[src/sv/irtd_pkg.sv]
package irtd_pkg;

  // Default operand width
  localparam int VALUE_WIDTH = 32;

  // Smallest trial divisor
  localparam int FIRST_DIVISOR = 2;

  // Handshake status of an iterative arithmetic unit
  typedef struct packed {
    logic busy;  // unit is iterating
    logic done;  // one-cycle pulse, result registers are valid
  } unit_stat_t;

endpackage

[src/sv/integer_radical_trial_division_top.sv]
// Radical (product of distinct prime factors) by trial division.
// Each trial divisor costs one pass of a bit-serial divider.
// Each new prime found adds one shift-add multiply.
// Worst case (VALUE_WIDTH=32, a large prime) ~65536 divisions.
// One request at a time; in_ready is high only while the sequencer is idle.
// rst_n is synchronous, active low; it clears the sequencer, start pulses and out_valid.
module integer_radical_trial_division_top #(
  parameter int VALUE_WIDTH = irtd_pkg::VALUE_WIDTH
) (
  input  logic                   clk,
  input  logic                   rst_n,
  input  logic                   in_valid,
  output logic                   in_ready,
  input  logic [VALUE_WIDTH-1:0] in_value,
  output logic                   out_valid,
  input  logic                   out_ready,
  output logic [VALUE_WIDTH-1:0] out_radical
);

  localparam int W = VALUE_WIDTH;

  localparam logic [2:0] S_IDLE = 3'd0;
  localparam logic [2:0] S_DIV  = 3'd1;
  localparam logic [2:0] S_MUL  = 3'd2;
  localparam logic [2:0] S_FMUL = 3'd3;
  localparam logic [2:0] S_DONE = 3'd4;

  logic [2:0]   state_r, state_nxt;
  logic         div_go_r, div_go_nxt;
  logic         mul_go_r, mul_go_nxt;
  logic         out_valid_r, out_valid_nxt;
  logic [W-1:0] rem_r, rem_nxt;
  logic [W-1:0] dsr_r, dsr_nxt;
  logic [W-1:0] prod_r, prod_nxt;
  logic [W-1:0] last_r, last_nxt;
  logic [W-1:0] out_r, out_nxt;

  irtd_pkg::unit_stat_t div_stat;
  irtd_pkg::unit_stat_t mul_stat;
  logic [W-1:0]         div_quo;
  logic [W-1:0]         div_rem;
  logic [W-1:0]         mul_prod;
  logic [W-1:0]         mul_b;

  irtd_div #(.W(W)) u_div (
    .clk       (clk),
    .rst_n     (rst_n),
    .go        (div_go_r),
    .dividend  (rem_r),
    .divisor   (dsr_r),
    .stat      (div_stat),
    .quotient  (div_quo),
    .remainder (div_rem)
  );

  // Final multiply takes the leftover prime, otherwise the current divisor
  assign mul_b = (state_r == S_FMUL) ? rem_r : dsr_r;

  irtd_mul #(.W(W)) u_mul (
    .clk   (clk),
    .rst_n (rst_n),
    .go    (mul_go_r),
    .op_a  (prod_r),
    .op_b  (mul_b),
    .stat  (mul_stat),
    .prod  (mul_prod)
  );

  assign in_ready    = (state_r == S_IDLE);
  assign out_valid   = out_valid_r;
  assign out_radical = out_r;

  // Sequencer
  always_comb begin
    state_nxt     = state_r;
    div_go_nxt    = 1'b0;
    mul_go_nxt    = 1'b0;
    out_valid_nxt = out_valid_r;
    rem_nxt       = rem_r;
    dsr_nxt       = dsr_r;
    prod_nxt      = prod_r;
    last_nxt      = last_r;
    out_nxt       = out_r;

    if (out_valid_r && out_ready) begin
      out_valid_nxt = 1'b0;
    end

    case (state_r)
      S_IDLE: begin
        if (in_valid) begin
          rem_nxt  = in_value;
          dsr_nxt  = W'(irtd_pkg::FIRST_DIVISOR);
          prod_nxt = W'(1);
          last_nxt = '0;
          if (in_value < W'(irtd_pkg::FIRST_DIVISOR)) begin
            state_nxt = S_DONE;
          end else begin
            div_go_nxt = 1'b1;
            state_nxt  = S_DIV;
          end
        end
      end
      S_DIV: begin
        if (div_stat.done) begin
          if (dsr_r > div_quo) begin
            // Divisor squared exceeds remainder: leftover is 1 or a prime
            if (rem_r > W'(1) && rem_r != last_r) begin
              last_nxt   = rem_r;
              mul_go_nxt = 1'b1;
              state_nxt  = S_FMUL;
            end else begin
              state_nxt = S_DONE;
            end
          end else if (div_rem == '0) begin
            rem_nxt = div_quo;
            if (dsr_r != last_r) begin
              last_nxt   = dsr_r;
              mul_go_nxt = 1'b1;
              state_nxt  = S_MUL;
            end else begin
              div_go_nxt = 1'b1;
            end
          end else begin
            dsr_nxt    = dsr_r + W'(1);
            div_go_nxt = 1'b1;
          end
        end
      end
      S_MUL: begin
        if (mul_stat.done) begin
          prod_nxt   = mul_prod;
          div_go_nxt = 1'b1;
          state_nxt  = S_DIV;
        end
      end
      S_FMUL: begin
        if (mul_stat.done) begin
          prod_nxt  = mul_prod;
          state_nxt = S_DONE;
        end
      end
      S_DONE: begin
        // Wait for the output register to free up
        if (!out_valid_r || out_ready) begin
          out_nxt       = prod_r;
          out_valid_nxt = 1'b1;
          state_nxt     = S_IDLE;
        end
      end
      default: begin
        state_nxt = S_IDLE;
      end
    endcase
  end

  // Control registers
  always_ff @(posedge clk) begin
    if (!rst_n) begin
      state_r     <= S_IDLE;
      div_go_r    <= 1'b0;
      mul_go_r    <= 1'b0;
      out_valid_r <= 1'b0;
    end else begin
      state_r     <= state_nxt;
      div_go_r    <= div_go_nxt;
      mul_go_r    <= mul_go_nxt;
      out_valid_r <= out_valid_nxt;
    end
  end

  // Working registers
  always_ff @(posedge clk) begin
    if (!rst_n) begin
      rem_r  <= '0;
      dsr_r  <= W'(irtd_pkg::FIRST_DIVISOR);
      prod_r <= W'(1);
      last_r <= '0;
      out_r  <= '0;
    end else begin
      rem_r  <= rem_nxt;
      dsr_r  <= dsr_nxt;
      prod_r <= prod_nxt;
      last_r <= last_nxt;
      out_r  <= out_nxt;
    end
  end

endmodule

[src/sv/irtd_div.sv]
module irtd_div #(
  parameter int W = irtd_pkg::VALUE_WIDTH
) (
  input  logic                  clk,
  input  logic                  rst_n,
  input  logic                  go,
  input  logic [W-1:0]          dividend,
  input  logic [W-1:0]          divisor,
  output irtd_pkg::unit_stat_t  stat,
  output logic [W-1:0]          quotient,
  output logic [W-1:0]          remainder
);

  localparam int CW = $clog2(W + 1);

  logic          busy_r;
  logic          done_r;
  logic [CW-1:0] cnt_r;
  logic [W-1:0]  quo_r;
  logic [W-1:0]  part_r;
  logic [W-1:0]  den_r;

  logic [W:0]    shifted;
  logic [W:0]    diff;
  logic          fits;

  // One restoring step: bring down the next dividend bit and trial-subtract
  assign shifted = {part_r, quo_r[W-1]};
  assign diff    = shifted - {1'b0, den_r};
  assign fits    = ~diff[W];

  // Control
  always_ff @(posedge clk) begin
    if (!rst_n) begin
      busy_r <= 1'b0;
      done_r <= 1'b0;
      cnt_r  <= '0;
    end else begin
      done_r <= 1'b0;
      if (go) begin
        busy_r <= 1'b1;
        cnt_r  <= CW'(W);
      end else if (busy_r) begin
        cnt_r <= cnt_r - CW'(1);
        if (cnt_r == CW'(1)) begin
          busy_r <= 1'b0;
          done_r <= 1'b1;
        end
      end
    end
  end

  // Datapath; quotient bits shift in where dividend bits shift out
  always_ff @(posedge clk) begin
    if (go) begin
      quo_r  <= dividend;
      part_r <= '0;
      den_r  <= divisor;
    end else if (busy_r) begin
      quo_r  <= {quo_r[W-2:0], fits};
      part_r <= fits ? diff[W-1:0] : shifted[W-1:0];
    end
  end

  assign stat.busy = busy_r;
  assign stat.done = done_r;
  assign quotient  = quo_r;
  assign remainder = part_r;

endmodule

[src/sv/irtd_mul.sv]
module irtd_mul #(
  parameter int W = irtd_pkg::VALUE_WIDTH
) (
  input  logic                  clk,
  input  logic                  rst_n,
  input  logic                  go,
  input  logic [W-1:0]          op_a,
  input  logic [W-1:0]          op_b,
  output irtd_pkg::unit_stat_t  stat,
  output logic [W-1:0]          prod
);

  localparam int CW = $clog2(W + 1);

  logic          busy_r;
  logic          done_r;
  logic [CW-1:0] cnt_r;
  logic [W-1:0]  acc_r;
  logic [W-1:0]  mc_r;
  logic [W-1:0]  mp_r;

  // Control
  always_ff @(posedge clk) begin
    if (!rst_n) begin
      busy_r <= 1'b0;
      done_r <= 1'b0;
      cnt_r  <= '0;
    end else begin
      done_r <= 1'b0;
      if (go) begin
        busy_r <= 1'b1;
        cnt_r  <= CW'(W);
      end else if (busy_r) begin
        cnt_r <= cnt_r - CW'(1);
        if (cnt_r == CW'(1)) begin
          busy_r <= 1'b0;
          done_r <= 1'b1;
        end
      end
    end
  end

  // Shift-add, one multiplier bit per cycle, low W bits kept
  always_ff @(posedge clk) begin
    if (go) begin
      acc_r <= '0;
      mc_r  <= op_a;
      mp_r  <= op_b;
    end else if (busy_r) begin
      acc_r <= acc_r + (mp_r[0] ? mc_r : '0);
      mc_r  <= {mc_r[W-2:0], 1'b0};
      mp_r  <= {1'b0, mp_r[W-1:1]};
    end
  end

  assign stat.busy = busy_r;
  assign stat.done = done_r;
  assign prod      = acc_r;

endmodule

[config.mk]
export PLATFORM = sky130hd
export DESIGN_NAME = integer_radical_trial_division_top
export DESIGN_NICKNAME = d
export VERILOG_FILES = /design/src/sv/irtd_pkg.sv /design/src/sv/integer_radical_trial_division_top.sv /design/src/sv/irtd_div.sv /design/src/sv/irtd_mul.sv
export SDC_FILE = /design/constraint.sdc
export NUM_CORES = 1
export LEC_CHECK = 0
export BUFFER_PORTS_ARGS = -buffer_cell sky130_fd_sc_hd__buf_2
export CORE_UTILIZATION = 58
export DETAILED_ROUTE_END_ITERATION = 16
export PLACE_DENSITY_LB_ADDON = 0.2
export SLEW_MARGIN = 20
export SYNTH_ARGS = -nofsm -noshare
export SYNTH_HDL_FRONTEND = slang
export SYNTH_SLANG_ARGS = --single-unit
[constraint.sdc]
create_clock -name clk -period 4.2 [get_ports clk]
set_input_delay 0.84 -clock clk [delete_from_list [all_inputs] [get_ports clk]]
set_output_delay 0.84 -clock clk [all_outputs]
set_load 0.01 [all_outputs]
==> out/metrics.cfg <==
[yosys]
synth_compound_area_share_pct=16.4
synth_top_family_by_area=simple AND/OR/NAND/NOR gates
yosysTopAreaCell=dfxtp_1
ys_warn_count=0
synth_seq_cells=374
yosys.area_share.simple_pct=16.9
synth.avg_cell_area_um2=9.32
synth_top_area_share_pct=24.3
yosysSeqAreaShare_pct=43.3
ys_types=73
synth-edff-count=128
syn_area_um2=20300
ys.flop_type=dfxtp_1
synth_area_leaders=dfxtp_1, edfxtp_1, ha_1
synthAdderAreaFrac_pct=6.37
syn_nets=2312
synth_mux_area_share_pct=7.33
synthXorXnorAreaFrac_pct=5.58
synthArstFlopShare_pct=0
synthCells=2174

[routing]
dr.pass1.iters=7
dr_total_vias=16715
routed_wirelength_um=53000
via_per_inst=6.19
drt_iter0_drc=1480
drcViolationCount=0
drtAntennaViolNets=0
post_drt_wl_per_cell_um=19.6

[critical_path]
slowest_delay_ps=560
ff2ff_setup_slack_ps=380
critPathBufInv=1
cp-start-kind=register
cp_max_fo=22
worstSetupPathType=register to register
path_delay_family=compound AO/OA/AOI/OAI gates
crit_path_end=u_mul.prod[30]
cp_data_required_time_ps=4650
crit_path_frequent_cell=a21oi_1
r2r-end=u_mul.prod[30]
crit_cells=13
r2r_cells=13
arrival_ps=4270
critical-path-slowest-cell=edfxtp_1
path_cells=buf_4 -> nand2_1 -> fa_1 -> nor2b_1 -> o21ai_0 -> a21boi_0 -> o2111ai_1 -> a31oi_1 -> nor2_1 -> a21oi_1 -> a21oi_1 -> mux2_2 -> a31o_2
crit_path_end_kind=register
startpoint=u_mul.mp_r[0]
worstReg2RegStart=u_mul.mp_r[0]

[timing]
drv_slew=0
setup_viol=0
worst_slew_pin_slew_ps=1110
max_clock_freq_mhz=262
slew_headroom_pct=25.6
setup_tns_ps=0
hold_viol_final=0
skew_ps=24.7
rsz0062_at_grt=no
finalCriticalPeriod_ps=3820
period_share_pct=91.0
layout_setup_ws_ps=379

[cts]
clock-sinks=374
ctsHtreeMaxLevel=2
clk-insertion-delay-late_ps=570
tritoncts=done
cts_resized=0
post-cts-setup-buffer-count=0
path_clk_slew_ps=60
clockRootBuffer=clkbuf_16
numCtsBuffers=41
clk_path_buf_depth=3
holdBufCountCts=0

[cells_and_area]
drive_gt1_share_pct=10.8
mostFrequentLayoutCells=dfxtp_1, nand2_1, a21oi_1
fill_cells=2826
antenna_cells=0
area_growth_pct=11.1
register_area_um2=8780
final_nets=2351
layout_commonest_cell=dfxtp_1
multi_input_area_um2=10700

[placed_design]
dp_hpwl_um=36200
numPortBuffers=69
dp_slack_ps=432
gp_congestion=0.943

[global_routing]
grt_max_degree=80
grt_pass1_wl_um=84600
grt-ovfl-total=0
track_usage_pct=29.6
grt_pass1_vias=16153
antenna_found_initial=0

[die]
die_h_um=189
pin_count=70
die_w_um=189
fp-row-count=68
start_util_pct=58.8
die_area_um2=35700
core_area_um2=34500

[flow_run]
drv_cap=0

[power]
power.leakage_nw=9.13
powerDensity_nw_per_um2=591
ir_worst_vdd_mv=0.405

[min_path]
min_path_type=register to register

[outcome]
status=completed

[tightest hold or removal path, delay by kind of cell (launching register included)]
family             cells  cell delay, ps
AOI/OAI and AO/OA      1              50
DFF                    1             300
and+or+nand+nor        1              50
[metal layers]
| metal | part of all wire (%) | wire length, um | vias up | GRT usage (%) |
|---|---|---|---|---|
| li1 | - | - | 7973 | - |
| met1 | 46 | 24200 | 8025 | 41.6 |
| met2 | 44 | 23400 | 609 | 46.0 |
| met3 | 7.2 | 3840 | 108 | 5.13 |
| met4 | 3.0 | 1580 | 0 | 10.4 |
| met5 | 0 | 0 | - | 0 |
[Yosys cell counts, drive strengths merged (29+ instances only)]
cell,instances
dfxtp,246
nand2,217
a21oi,181
nor2,145
edfxtp,128
mux2i,109
clkbuf,102
ha,100
xnor2,96
inv,94
o21ai,85
nand3,72
and3,55
a21o,53
nand4,44
and2,38
nor3,37
mux2,35
a221o,32
o2bb2ai,32
xor2,31
a211oi,29
[report_power, final]
part | internal, mW | total, mW | switching [mW] | leakage, nW
Sequential | 4.52 | 5.17 | 0.653 | 3.20
Combinational | 1.83 | 4.45 | 2.62 | 5.26
Clock | 2.18 | 3.68 | 1.50 | 0.667
[sequential cells by signal (all words and copies together) (netlist names), 6 cells and up]
| signal | flops |
|---|---|
| dsr_r | 32 |
| last_r | 32 |
| out_radical | 32 |
| prod_r | 32 |
| rem_r | 32 |
| u_div.cnt_r | 6 |
| u_div.den_r | 32 |
| u_div.quotient | 32 |
| u_div.remainder | 32 |
| u_mul.cnt_r | 6 |
| u_mul.mc_r | 32 |
| u_mul.mp_r | 32 |
| u_mul.prod | 32 |
[worst min path at each step]
stage / start / to / depth (start not counted)
2_1_floorplan: dsr_r[10] / u_div.den_r[10] / 0
3_3_place_gp: out_radical[13] / out_radical[13] / 2
3_5_place_dp: out_radical[3] / out_radical[3] / 2
4_1_cts: out_radical[3] / out_radical[3] / 2
5_1_grt: out_radical[3] / out_radical[3] / 2
6_report: out_radical[22] / out_radical[22] / 2
[cell families after synthesis]
logic type	Yosys count
AND/OR/NAND/NOR	707
AO/OA/AOI/OAI	501
flip-flops	374
buffers and inverters	219
multiplexers	144
XOR/XNOR	127
adder cells (fa/ha/maj)	102
[area by class of cell]
cell class,count,area share [%]
Inverter,96,1.60
Clock inverter,17,0.734
Timing Repair Buffer,119,3.26
Sequential cell,374,39.0
Multi-Input combinational cell,1581,47.5
Clock buffer,59,5.36
Tap cell,455,2.53
[through the flow]
step	total power, mW	hold WS (ps)	area (um2)	utilization [%]	instances
after global placement	9.47	438	21100	61.3	2625
after detailed placement	9.62	444	21100	61.3	2625
after floorplan	8.48	435	20300	-	2174
final	13.3	449	22500	65.3	2701
after CTS	13.3	452	22500	65.3	2701
after global routing	14.1	466	22500	65.3	2701
No activity file was read; power rests on OpenSTA's default activity.
